File: src/rtl/core/lkvc_pkg.sv
// Package for the LRU key/value cache.
// Holds field widths, operation codes, reset constants and the sequencer state type.
// No dependencies.
package lkvc_pkg;

  localparam int unsigned KEY_W = 32;
  localparam int unsigned VAL_W = 32;
  localparam int unsigned CAP_W = 5;

  localparam logic [CAP_W-1:0] CAP_RESET = 5'd16;

  localparam logic OP_GET = 1'b0;
  localparam logic OP_PUT = 1'b1;

  typedef enum logic [2:0] {
    ST_IDLE,
    ST_SCAN,
    ST_DECIDE,
    ST_UPDATE,
    ST_DONE
  } lkvc_state_e;

endpackage

File: src/rtl/core/lru_key_value_cache.sv
// Top level of the fully associative key/value cache with LRU replacement.
// Depends on lkvc_pkg and instantiates lkvc_ram for keys/values and ranks.

// One item is a get or a put of a 32-bit key. The block takes one item at a
// time. A sequencer walks the single read port of each RAM over all entries:
// once to compare every stored key against the item's key (tracking the first
// hit, the least recent valid entry and the first free entry), and, for a
// hit, a put miss that inserts or a put miss that evicts, once more to read
// every recency rank and write back those that change; a get miss needs only
// the first pass. A finished result sits in an output register, so the next
// item is accepted while that result waits to be taken. The user must write
// the capacity register through cfg_we_i/cfg_wdata_i only while the block is
// idle; the block itself does not enforce this. A capacity of zero acts as one
// and one above ENTRIES acts as ENTRIES. Keys, values and ranks live in RAM
// without reset; per-entry valid bits and the occupancy count are cleared by
// reset, so no clearing pass is needed.
module lru_key_value_cache
  import lkvc_pkg::*;
#(
  parameter int unsigned ENTRIES = 16
) (
  input  logic                    clk_i,
  input  logic                    rst_ni,
  input  logic                    cfg_we_i,
  input  logic [CAP_W-1:0]        cfg_wdata_i,
  input  logic                    in_valid_i,
  output logic                    in_ready_o,
  input  logic                    operation_i,
  input  logic [KEY_W-1:0]        lookup_key_i,
  input  logic signed [VAL_W-1:0] write_value_i,
  output logic                    out_valid_o,
  input  logic                    out_ready_i,
  output logic                    found_o,
  output logic signed [VAL_W-1:0] read_value_o,
  output logic                    evicted_o
);

  // Index and rank width; a rank never exceeds ENTRIES-1.
  localparam int unsigned IW = (ENTRIES > 1) ? $clog2(ENTRIES) : 1;
  // Occupancy counts up to ENTRIES itself.
  localparam int unsigned OW = $clog2(ENTRIES + 1);
  // Common width for capacity and occupancy compares.
  localparam int unsigned CW = (OW > CAP_W) ? OW : CAP_W;
  localparam int unsigned KVW = KEY_W + VAL_W;

  localparam logic [IW:0] CNT_END = (IW + 1)'(ENTRIES);

  lkvc_state_e state_q, state_d;

  logic [IW:0]        cnt_q, cnt_d;
  logic               rd_pend_q, rd_pend_d;
  logic [IW-1:0]      rd_idx_q, rd_idx_d;

  logic               op_q, op_d;
  logic [KEY_W-1:0]   key_q, key_d;
  logic [VAL_W-1:0]   wval_q, wval_d;

  logic               hit_q, hit_d;
  logic [IW-1:0]      hit_idx_q, hit_idx_d;
  logic [IW-1:0]      hit_rank_q, hit_rank_d;
  logic [VAL_W-1:0]   hit_val_q, hit_val_d;
  logic               lru_any_q, lru_any_d;
  logic [IW-1:0]      lru_idx_q, lru_idx_d;
  logic [IW-1:0]      lru_rank_q, lru_rank_d;
  logic               free_any_q, free_any_d;
  logic [IW-1:0]      free_idx_q, free_idx_d;

  logic [IW-1:0]      slot_q, slot_d;
  logic               ins_q, ins_d;

  logic [ENTRIES-1:0] valid_q, valid_d;
  logic [OW-1:0]      occ_q, occ_d;
  logic [CAP_W-1:0]   cap_q, cap_d;

  logic               res_found_q, res_found_d;
  logic [VAL_W-1:0]   res_rd_q, res_rd_d;
  logic               res_ev_q, res_ev_d;

  logic               out_valid_q, out_valid_d;
  logic               out_found_q, out_found_d;
  logic [VAL_W-1:0]   out_rd_q, out_rd_d;
  logic               out_ev_q, out_ev_d;

  // RAM ports.
  logic               kv_we;
  logic [IW-1:0]      kv_waddr;
  logic [KVW-1:0]     kv_wdata;
  logic [KVW-1:0]     kv_rdata;
  logic               rk_we;
  logic [IW-1:0]      rk_waddr;
  logic [IW-1:0]      rk_wdata;
  logic [IW-1:0]      rk_rdata;
  logic [IW-1:0]      raddr;

  logic               in_acc;
  logic               issue;
  logic               pass_last;
  logic               out_load;

  logic [CW-1:0]      cap_ext;
  logic [CW-1:0]      eff_cap;
  logic               dec_evict;
  logic [IW-1:0]      dec_slot;
  logic               dec_slot_ok;

  logic               ent_valid;
  logic               key_match;
  logic               self_slot;
  logic               rank_inc;

  assign in_ready_o = (state_q == ST_IDLE);
  assign in_acc     = in_valid_i && in_ready_o;

  // Both passes issue one read per cycle until the counter reaches ENTRIES;
  // the registered data for that index shows up in the next cycle.
  assign issue     = (cnt_q < CNT_END);
  assign pass_last = rd_pend_q && (cnt_q == CNT_END);
  assign raddr     = cnt_q[IW-1:0];

  assign out_load  = (state_q == ST_DONE) && (!out_valid_q || out_ready_i);

  // Entry under examination in either pass.
  assign ent_valid = valid_q[rd_idx_q];
  assign key_match = ent_valid && (kv_rdata[KVW-1:VAL_W] == key_q);
  assign self_slot = (rd_idx_q == slot_q);
  // A touch ages only entries younger than the touched one; an insert ages all.
  assign rank_inc  = ent_valid && (ins_q || (rk_rdata < hit_rank_q));

  // Capacity clamped into the range one to ENTRIES.
  assign cap_ext = CW'(cap_q);
  always_comb begin
    priority if (cap_ext == '0) begin
      eff_cap = CW'(1);
    end else if (cap_ext > CW'(ENTRIES)) begin
      eff_cap = CW'(ENTRIES);
    end else begin
      eff_cap = cap_ext;
    end
  end

  // A put miss evicts the least recent entry when the cache is full,
  // otherwise it takes the lowest free entry.
  assign dec_evict   = (CW'(occ_q) >= eff_cap) && (occ_q != '0) && lru_any_q;
  assign dec_slot    = dec_evict ? lru_idx_q : free_idx_q;
  assign dec_slot_ok = dec_evict || free_any_q;

  // Next state.
  always_comb begin
    state_d = state_q;
    unique case (state_q)
      ST_IDLE: begin
        if (in_acc) state_d = ST_SCAN;
      end
      ST_SCAN: begin
        if (pass_last) state_d = ST_DECIDE;
      end
      ST_DECIDE: begin
        if (hit_q || (op_q == OP_PUT && dec_slot_ok)) begin
          state_d = ST_UPDATE;
        end else begin
          state_d = ST_DONE;
        end
      end
      ST_UPDATE: begin
        if (pass_last) state_d = ST_DONE;
      end
      ST_DONE: begin
        if (out_load) state_d = ST_IDLE;
      end
      default: state_d = ST_IDLE;
    endcase
  end

  // RAM write controls.
  always_comb begin
    kv_we    = 1'b0;
    kv_waddr = hit_idx_q;
    kv_wdata = {key_q, wval_q};
    rk_we    = 1'b0;
    rk_waddr = rd_idx_q;
    rk_wdata = self_slot ? '0 : (rank_inc ? rk_rdata + IW'(1) : rk_rdata);
    unique case (state_q)
      ST_DECIDE: begin
        if (op_q == OP_PUT) begin
          if (hit_q) begin
            kv_we = 1'b1;
          end else if (dec_slot_ok) begin
            kv_we    = 1'b1;
            kv_waddr = dec_slot;
          end
        end
      end
      ST_UPDATE: begin
        rk_we = rd_pend_q && (self_slot || rank_inc);
      end
      ST_IDLE, ST_SCAN, ST_DONE: begin
        kv_we = 1'b0;
      end
      default: kv_we = 1'b0;
    endcase
  end

  // Datapath next values.
  always_comb begin
    cnt_d       = cnt_q;
    rd_pend_d   = rd_pend_q;
    rd_idx_d    = rd_idx_q;
    op_d        = op_q;
    key_d       = key_q;
    wval_d      = wval_q;
    hit_d       = hit_q;
    hit_idx_d   = hit_idx_q;
    hit_rank_d  = hit_rank_q;
    hit_val_d   = hit_val_q;
    lru_any_d   = lru_any_q;
    lru_idx_d   = lru_idx_q;
    lru_rank_d  = lru_rank_q;
    free_any_d  = free_any_q;
    free_idx_d  = free_idx_q;
    slot_d      = slot_q;
    ins_d       = ins_q;
    valid_d     = valid_q;
    occ_d       = occ_q;
    cap_d       = cfg_we_i ? cfg_wdata_i : cap_q;
    res_found_d = res_found_q;
    res_rd_d    = res_rd_q;
    res_ev_d    = res_ev_q;
    out_valid_d = out_valid_q && !out_ready_i;
    out_found_d = out_found_q;
    out_rd_d    = out_rd_q;
    out_ev_d    = out_ev_q;

    unique case (state_q)
      ST_IDLE: begin
        if (in_acc) begin
          op_d       = operation_i;
          key_d      = lookup_key_i;
          wval_d     = write_value_i;
          cnt_d      = '0;
          rd_pend_d  = 1'b0;
          hit_d      = 1'b0;
          lru_any_d  = 1'b0;
          free_any_d = 1'b0;
        end
      end
      ST_SCAN, ST_UPDATE: begin
        rd_pend_d = issue;
        rd_idx_d  = raddr;
        if (issue) cnt_d = cnt_q + (IW + 1)'(1);
        if (state_q == ST_SCAN && rd_pend_q) begin
          if (key_match && !hit_q) begin
            hit_d      = 1'b1;
            hit_idx_d  = rd_idx_q;
            hit_rank_d = rk_rdata;
            hit_val_d  = kv_rdata[VAL_W-1:0];
          end
          if (ent_valid && (!lru_any_q || rk_rdata > lru_rank_q)) begin
            lru_any_d  = 1'b1;
            lru_idx_d  = rd_idx_q;
            lru_rank_d = rk_rdata;
          end
          if (!ent_valid && !free_any_q) begin
            free_any_d = 1'b1;
            free_idx_d = rd_idx_q;
          end
        end
      end
      ST_DECIDE: begin
        cnt_d     = '0;
        rd_pend_d = 1'b0;
        res_rd_d  = '0;
        res_ev_d  = 1'b0;
        if (hit_q) begin
          res_found_d = 1'b1;
          if (op_q == OP_GET) res_rd_d = hit_val_q;
          slot_d = hit_idx_q;
          ins_d  = 1'b0;
        end else begin
          res_found_d = 1'b0;
          if (op_q == OP_PUT && dec_slot_ok) begin
            // An eviction frees the slot that the new entry takes at once,
            // so occupancy only grows when a free entry is used.
            res_ev_d          = dec_evict;
            slot_d            = dec_slot;
            ins_d             = 1'b1;
            valid_d[dec_slot] = 1'b1;
            if (!dec_evict) occ_d = occ_q + OW'(1);
          end
        end
      end
      ST_DONE: begin
        if (out_load) begin
          out_valid_d = 1'b1;
          out_found_d = res_found_q;
          out_rd_d    = res_rd_q;
          out_ev_d    = res_ev_q;
        end
      end
      default: begin
        cnt_d = cnt_q;
      end
    endcase
  end

  // Control registers.
  always_ff @(posedge clk_i or negedge rst_ni) begin
    if (!rst_ni) begin
      state_q     <= ST_IDLE;
      cnt_q       <= '0;
      rd_pend_q   <= 1'b0;
      valid_q     <= '0;
      occ_q       <= '0;
      cap_q       <= CAP_RESET;
      out_valid_q <= 1'b0;
    end else begin
      state_q     <= state_d;
      cnt_q       <= cnt_d;
      rd_pend_q   <= rd_pend_d;
      valid_q     <= valid_d;
      occ_q       <= occ_d;
      cap_q       <= cap_d;
      out_valid_q <= out_valid_d;
    end
  end

  // Payload registers.
  always_ff @(posedge clk_i) begin
    rd_idx_q    <= rd_idx_d;
    op_q        <= op_d;
    key_q       <= key_d;
    wval_q      <= wval_d;
    hit_q       <= hit_d;
    hit_idx_q   <= hit_idx_d;
    hit_rank_q  <= hit_rank_d;
    hit_val_q   <= hit_val_d;
    lru_any_q   <= lru_any_d;
    lru_idx_q   <= lru_idx_d;
    lru_rank_q  <= lru_rank_d;
    free_any_q  <= free_any_d;
    free_idx_q  <= free_idx_d;
    slot_q      <= slot_d;
    ins_q       <= ins_d;
    res_found_q <= res_found_d;
    res_rd_q    <= res_rd_d;
    res_ev_q    <= res_ev_d;
    out_found_q <= out_found_d;
    out_rd_q    <= out_rd_d;
    out_ev_q    <= out_ev_d;
  end

  // Keys in the upper half, values in the lower half.
  lkvc_ram #(
    .WIDTH(KVW),
    .DEPTH(ENTRIES)
  ) u_kv_ram (
    .clk_i   (clk_i),
    .we_i    (kv_we),
    .waddr_i (kv_waddr),
    .wdata_i (kv_wdata),
    .raddr_i (raddr),
    .rdata_o (kv_rdata)
  );

  // Recency ranks: 0 is the most recent valid entry.
  lkvc_ram #(
    .WIDTH(IW),
    .DEPTH(ENTRIES)
  ) u_rank_ram (
    .clk_i   (clk_i),
    .we_i    (rk_we),
    .waddr_i (rk_waddr),
    .wdata_i (rk_wdata),
    .raddr_i (raddr),
    .rdata_o (rk_rdata)
  );

  assign out_valid_o  = out_valid_q;
  assign found_o      = out_found_q;
  assign read_value_o = out_rd_q;
  assign evicted_o    = out_ev_q;

  // The occupancy count always matches the number of valid entries.
  a_occ_matches_valid: assert property (@(posedge clk_i) disable iff (!rst_ni)
    $countones(valid_q) == occ_q)
    else $error("occupancy does not match valid entries");

  // Occupancy and valid bits only move when an item is resolved.
  a_occ_changes_in_decide: assert property (@(posedge clk_i) disable iff (!rst_ni)
    state_q != ST_DECIDE |=> $stable(occ_q) && $stable(valid_q))
    else $error("occupancy changed outside the decision step");

  // An eviction only happens on a put that missed.
  a_evict_only_on_miss: assert property (@(posedge clk_i) disable iff (!rst_ni)
    out_valid_o && evicted_o |-> !found_o)
    else $error("eviction reported on a hit");

  // A miss never returns a value.
  a_miss_reads_zero: assert property (@(posedge clk_i) disable iff (!rst_ni)
    out_valid_o && !found_o |-> read_value_o == '0)
    else $error("nonzero value on a miss");

  // Rank writes happen only during the rank pass.
  a_rank_write_in_update: assert property (@(posedge clk_i) disable iff (!rst_ni)
    rk_we |-> state_q == ST_UPDATE && rd_pend_q)
    else $error("rank written outside the rank pass");

endmodule

File: src/rtl/core/lkvc_ram.sv
// Generic single-write, single-read RAM with a registered read port.
// Used for the key/value store and the recency ranks; no dependencies.
module lkvc_ram #(
  parameter int unsigned WIDTH = 32,
  parameter int unsigned DEPTH = 16
) (
  input  logic                                   clk_i,
  input  logic                                   we_i,
  input  logic [(DEPTH > 1 ? $clog2(DEPTH) : 1)-1:0] waddr_i,
  input  logic [WIDTH-1:0]                       wdata_i,
  input  logic [(DEPTH > 1 ? $clog2(DEPTH) : 1)-1:0] raddr_i,
  output logic [WIDTH-1:0]                       rdata_o
);

  logic [WIDTH-1:0] mem_q [DEPTH];
  logic [WIDTH-1:0] rdata_q;

  always_ff @(posedge clk_i) begin
    if (we_i) begin
      mem_q[waddr_i] <= wdata_i;
    end
    rdata_q <= mem_q[raddr_i];
  end

  assign rdata_o = rdata_q;

endmodule

File: config.mk
export PLATFORM = sky130hd
export DESIGN_NAME = lru_key_value_cache
export DESIGN_NICKNAME = d
export VERILOG_FILES = /design/src/rtl/core/lkvc_pkg.sv /design/src/rtl/core/lru_key_value_cache.sv /design/src/rtl/core/lkvc_ram.sv
export SDC_FILE = /design/constraint.sdc
export NUM_CORES = 1
export LEC_CHECK = 0
export ABC_AREA = 1
export BUFFER_PORTS_ARGS = -buffer_cell sky130_fd_sc_hd__buf_2
export CORE_ASPECT_RATIO = 1.2
export CORE_MARGIN = 3
export CORE_UTILIZATION = 45
export DETAILED_ROUTE_END_ITERATION = 10
export GPL_TIMING_DRIVEN = 1
export PLACE_DENSITY = 0.6
export SKIP_LAST_GASP = 1
export SLEW_MARGIN = 25
export SYNTH_ARGS = -nofsm -noshare
export SYNTH_HDL_FRONTEND = slang
export SYNTH_SLANG_ARGS = --single-unit
export TNS_END_PERCENT = 50
File: constraint.sdc
create_clock -name clk_i -period 7.9 [get_ports clk_i]
set_input_delay 1.58 -clock clk_i [delete_from_list [all_inputs] [get_ports clk_i]]
set_output_delay 1.58 -clock clk_i [all_outputs]
set_load 0.005 [all_outputs]
After elaboration in Yosys (flattened, before gate mapping). Memory sizes are Yosys's and may differ from the RTL's. A register that Yosys moved wholly into a read port is not among the register bits. Cells that the tools add are included. Widths: inputs -> output; s select.

Bits in registers: 233. Memory bits (writable): 1088. Memories kept: 2. Latch bits: 0. Memory bits (read-only): 0. Bits of input ports: 75.

Memory list: u_kv_ram.mem_q (depth 16, width 64, read ports 1, clocked after memory_dff 1, write ports 1, RTL line lkvc_ram.sv:15) `logic [WIDTH-1:0] mem_q [DEPTH];`; u_rank_ram.mem_q (depth 16, width 4, read ports 1, clocked after memory_dff 1, write ports 1, RTL line lkvc_ram.sv:15).

Equality and inequality tests: 16. Bitwise logic cells: 4. Shift-type cells: 0. Multipliers: 0. Add/subtract/negate cells: 3. Reduce and logical (&&, ||, !) cells: 50. Order comparisons: 8. Div/mod/pow operators: 0. Mux-type cells: 48.

Operators with widths (count): $mux 4 (9); $eq 32x32->1 (1); $mux 1 (22); $mux 5 (4); $reduce_and 4->1 (5); $ne 2x2->1 const B (8); $or 16x16->16 (1); $logic_and 1x1->1 (15); $mux 3 (5); $pmux 3 s5 (1); $pmux 5 s3 (1); $reduce_and 3->1 (5); $add 5x1->5 const B (2); $lt 4x5->1 const B (2); $reduce_and 2->1 (4); $eq 3x2->1 const B (2); $logic_not 1->1 (6); $logic_or 1x1->1 (6); $pmux 1 s2 (3); $reduce_or 2->1 (3); $eq 5x5->1 const B (1); $ge 5x5->1 (1); $gt 5x5->1 const B (1); $logic_not 5->1 (1); other kinds (17) (20).

Depth between registers and ports, before layout.
Word-level depth: 13. Depth in mapped cells: 19. Depth with buffers taken out: 19.

Cells and area by module. A second synthesis with hierarchy kept.

Cell total of the unflattened synthesis: 5239. Area, all modules: 57579.0 um^2.

By module, submodules not included: lkvc_ram at u_kv_ram (cells an instance 4210, area each 45285.9 um^2, instances 1, seq. area each 32030.7 um^2); lru_key_value_cache (cells an instance 739, area each 9326.4 um^2, instances 1, seq. area each 6817.8 um^2); lkvc_ram at u_rank_ram (cells an instance 290, area each 2966.6 um^2, instances 1, seq. area each 2001.9 um^2).

Worst setup path before layout. OpenSTA, ideal clock, no wires.

Kind: register to register. Start: register cap_q[3], in the netlist cap_ext[3]. End: memory u_kv_ram.mem_q[11][0] in the netlist's numbering, enable pin. Buffers on the path: 0. Arrival: 4.646 ns. Path slack: 2.768 ns. Stages on the path, launching flop included: 17. Setup time: 0.486 ns. Clock period less this slack: 5.132 ns. Cells stage by stage: dfrtp_1 > inv_1 > nand4_1 > nand2_1 > nand2_1 > ha_1 > a21oi_1 > nand2_1 > nand2_1 > nand2_2 > nand2_8 > nand2_1 > nand2_4 > nor2_2 > nor2_2 > nand3_2 > nor2_1.

Word-level cells in the longest chain between the ends: 13. Elaborated cells between the ends (all ways): 19. Those cells by class: order compare: 2; mux: 13; reduce/logical: 4.

Ends and longest elaborated chain: start, declared (RTL line lru_key_value_cache.sv:73) `logic [CAP_W-1:0] cap_q, cap_d;`; start signal, assigned (RTL line lru_key_value_cache.sv:321) `cap_q <= cap_d;`; $gt 5x5->1 (RTL line lru_key_value_cache.sv:134) `end else if (cap_ext > CW'(ENTRIES)) begin`; $mux 5 (RTL line lru_key_value_cache.sv:134); $mux 5 * (RTL line lru_key_value_cache.sv:132) `priority if (cap_ext == '0) begin`; $ge 5x5->1 * (RTL line lru_key_value_cache.sv:143) `assign dec_evict = (CW'(occ_q) >= eff_cap) && (occ_q != '0) && lru_any_q;`; $logic_and 1x1->1 * (2 in series) (RTL line lru_key_value_cache.sv:143); $logic_or 1x1->1 (RTL line lru_key_value_cache.sv:145) `assign dec_slot_ok = dec_evict || free_any_q;`; $mux 1 (RTL line lru_key_value_cache.sv:187) `end else if (dec_slot_ok) begin`; $mux 1 (RTL line lru_key_value_cache.sv:185) `if (hit_q) begin`; $mux 1 (RTL line lru_key_value_cache.sv:184) `if (op_q == OP_PUT) begin`; $mux 1 (RTL line lru_key_value_cache.sv:182) `unique case (state_q)`; $mux 1 (RTL line lkvc_ram.sv:19) `if (we_i) begin`; $mux 1 (not written as such) (RTL line lkvc_ram.sv:20) `mem_q[waddr_i] <= wdata_i;`; end, declared (RTL line lkvc_ram.sv:15).

Mark *: on every way between the ends. The rest lies on a longest branch, timed or not.

Final worst setup path.
Start: register cap_q[2], in the netlist cap_ext[2]. End: memory u_kv_ram.mem_q[1][50] in the netlist's numbering, enable pin.

The elaborated chain is that of the path after synthesis.

==> results_dict.tcl <==
set metrics [dict create \
    outcome "completed" \
    crit_start "cap_ext[2]" \
    synth-seq-cells 1389 \
    power_density_nw_per_um2 244 \
    routabilityCongestion 0.802 \
    port_buffers 110 \
    die_x_um 317 \
    area_growth_pct 12.6 \
    rsz0062_at_grt "no" \
    dpl.hpwl_um 65200 \
    power_leakage_uw 0.0189 \
    n_antenna_cell 0 \
    post_cts_buffers 0 \
    finalCritPeriodShare 0.534 \
    tightest_slew_ps 1070 \
    antenna_found_initial 1 \
    holdWs_ps 401 \
    peakVddDrop_mv 0.206 \
    seq_area_frac_synth 0.780 \
    netlist_area_sq_um 52400 \
    syn_inst 3829 \
    start_util 0.455 \
    synth-compound-area-share 0.0951 \
    htree_levels 4 \
    crit_required_ps 8270 \
    slew_viol_final 0 \
    cts_tree "done" \
    dpl-instance-area_sq_um 54500 \
    setup_viol 0 \
    grt_max_degree 229 \
    r2r_end "u_kv_ram.mem_q[1][50]" \
    rrSetupSlack_ps 3680 \
    drcViolationCount 0 \
    postSynthAreaPerCell_sq_um 13.7 \
    synth_cell_type_count 45 \
    hold_path.startpoint "u_kv_ram.rdata_o[6]" \
    fin_util 0.513 \
    endpoint "u_kv_ram.mem_q[1][50]" \
    drtIter0Drc 2907 \
    path_max_fanout 39 \
    ctsHoldBuffers 0 \
    clk_pin_slew_ps 60 \
    gr-total-overflow 0 \
    synthFlopType "edfxtp_1" \
    final_common_cell "edfxtp_1" \
    synth_top_family_by_area "compound AO/OA/AOI/OAI gates" \
    chipHeight_um 380 \
    num_vias 30900 \
    drive_gt1_frac 0.110 \
    cts_buffers 138 \
    clkLatencyLatePin_ps 760 \
    cap_violations 0 \
    yosys.area_share.xor_xnor 0.00418 \
    synth_edf_count 1285 \
    arrival_ps 4600 \
    cts_root_buf "clkbuf_16" \
    synth_simple_gate_area_frac 0.0914 \
    worstHoldPathType "reg -> reg" \
    post_cts_resized 0 \
    dr.pass1.iters 6 \
    ys_warn_count 0 \
    cp-start-kind "flop" \
    routedWlPerCell_um 22.4 \
    clock_skew_ps 27.5 \
    core_area_sq_um 115000 \
    crit_path_end_kind "flop" \
    grt_pass1_vias 30200 \
    clock.fmax_mhz 237 \
    drt-total-wl_um 124000 \
    die-area_sq_um 120000 \
    rows 136 \
    synth_fa_ha_area_frac 0.00406 \
    hold_viol_final 0 \
    grt_pass1_wl_um 187000 \
    synthArstFlopShare 0.0259 \
    syn-num-nets 3921 \
    finalNetCount 3999 \
    synthMuxAreaShare 0 \
    grt_usage 0.204 \
    timing.reg2reg.worst_path_depth 17 \
    fin_setup_tns_ps 0 \
    clock_path_buffers 3 \
    finalCriticalPeriod_ps 4220 \
    io_pins 111 \
    path_class "reg -> reg" \
    vias_per_cell 5.57 \
    max-slew-margin-rel 0.284 \
    finalInstanceArea_sq_um 59000 \
    final_cell_mix "edfxtp_1, nor2_1, o21ai_0" \
    regToRegStartpoint "cap_ext[2]" \
    antenna_left 0 \
    clock_sinks 1389 \
]
==> cells in the mapped netlist (11+ instances only) <==
library cell | number | share of area
edfxtp_1 | 1285 | 0.74
nor2_1 | 641 | 0.046
o21ai_0 | 582 | 0.056
nand2_1 | 373 | 0.027
o22ai_1 | 278 | 0.033
clkbuf_1 | 173 | 0.012
inv_1 | 116 | 0.0083
nand4_1 | 72 | 0.0086
dfxtp_1 | 68 | 0.026
dfrtp_1 | 35 | 0.017
buf_2 | 29 | 0.0028
a21oi_1 | 20 | 0.0019
ha_1 | 17 | 0.0041
nand3_1 | 16 | 0.0015
xnor2_1 | 16 | 0.0027
buf_1 | 11 | 0.00079
==> routing by layer <==
metal | global-route usage | share of wire
met3 | 0.0292 | 0.056
met1 | 0.289 | 0.43
met5 | 0 | 0
met4 | 0.0582 | 0.023
met2 | 0.332 | 0.49
==> state kept, by name (all words and copies together), names as in the netlist, 5 cells and up <==
register,count
key_q,32
cnt_q,5
read_value_o,32
u_kv_ram.mem_q,1024
u_rank_ram.mem_q,64
res_rd_q,32
occ_q,5
hit_val_q,32
wval_q,32
valid_q,16
u_kv_ram.rdata_o,64
cap_ext,5
==> critical path, stage by stage (launching register included) <==
cell	delay (ps)
dfrtp_1	380
inv_1	70
nand4_1	110
nand2_1	110
nand2_1	60
ha_1	290
a21oi_1	150
nand2_1	70
nand2_1	70
nand2_2	120
nand2_8	150
nand2_1	100
nand2_4	130
nor2_2	70
nor2_2	180
nand3_2	200
nor2_4	800
buf_4	730
==> power by group <==
| part | switching (uW) | leakage (uW) | internal (uW) |
|---|---|---|---|
| sequential | 1.22 | 0.0122 | 7920 |
| combinational | 21.0 | 0.00456 | 17.1 |
| clock | 2760 | 0.00219 | 3660 |
==> worst min path at each step <==
stage | cells past startpoint | to
after floorplan | 0 | hit_val_q[0]
after global placement | 0 | hit_val_q[22]
after detailed placement | 0 | hit_val_q[29]
after CTS | 0 | hit_val_q[18]
after global routing | 0 | hit_val_q[18]
final | 0 | hit_val_q[6]
==> area by class of cell <==
class / instances / area, sq um
repair buffers: 152 / 886
clock inverters: 80 / 736
clock buffers: 178 / 3730
multi-input cells: 2102 / 10400
fillers: 9714 / 56100
flip-flops and latches: 1389 / 40900
well taps: 1518 / 1900
inverters: 124 / 485
==> metrics by stage <==
step | instances | setup WS, ps | total power, uW
finish | 5543 | 3680 | 14400
global route | 5543 | 3400 | 14800
CTS | 5543 | 3640 | 14500
detailed placement | 5285 | 3660 | 8110
global placement | 5285 | 3700 | 8120
floorplan | 3829 | 2770 | 8090
==> cells by family after synthesis <==
family / Yosys count
adder cells (fa/ha/maj): 17
flip-flops: 1389
AO/OA/AOI/OAI: 907
AND/OR/NAND/NOR: 1153
XOR/XNOR: 25
buffers and inverters: 338
(Power assumes the default switching activity.)
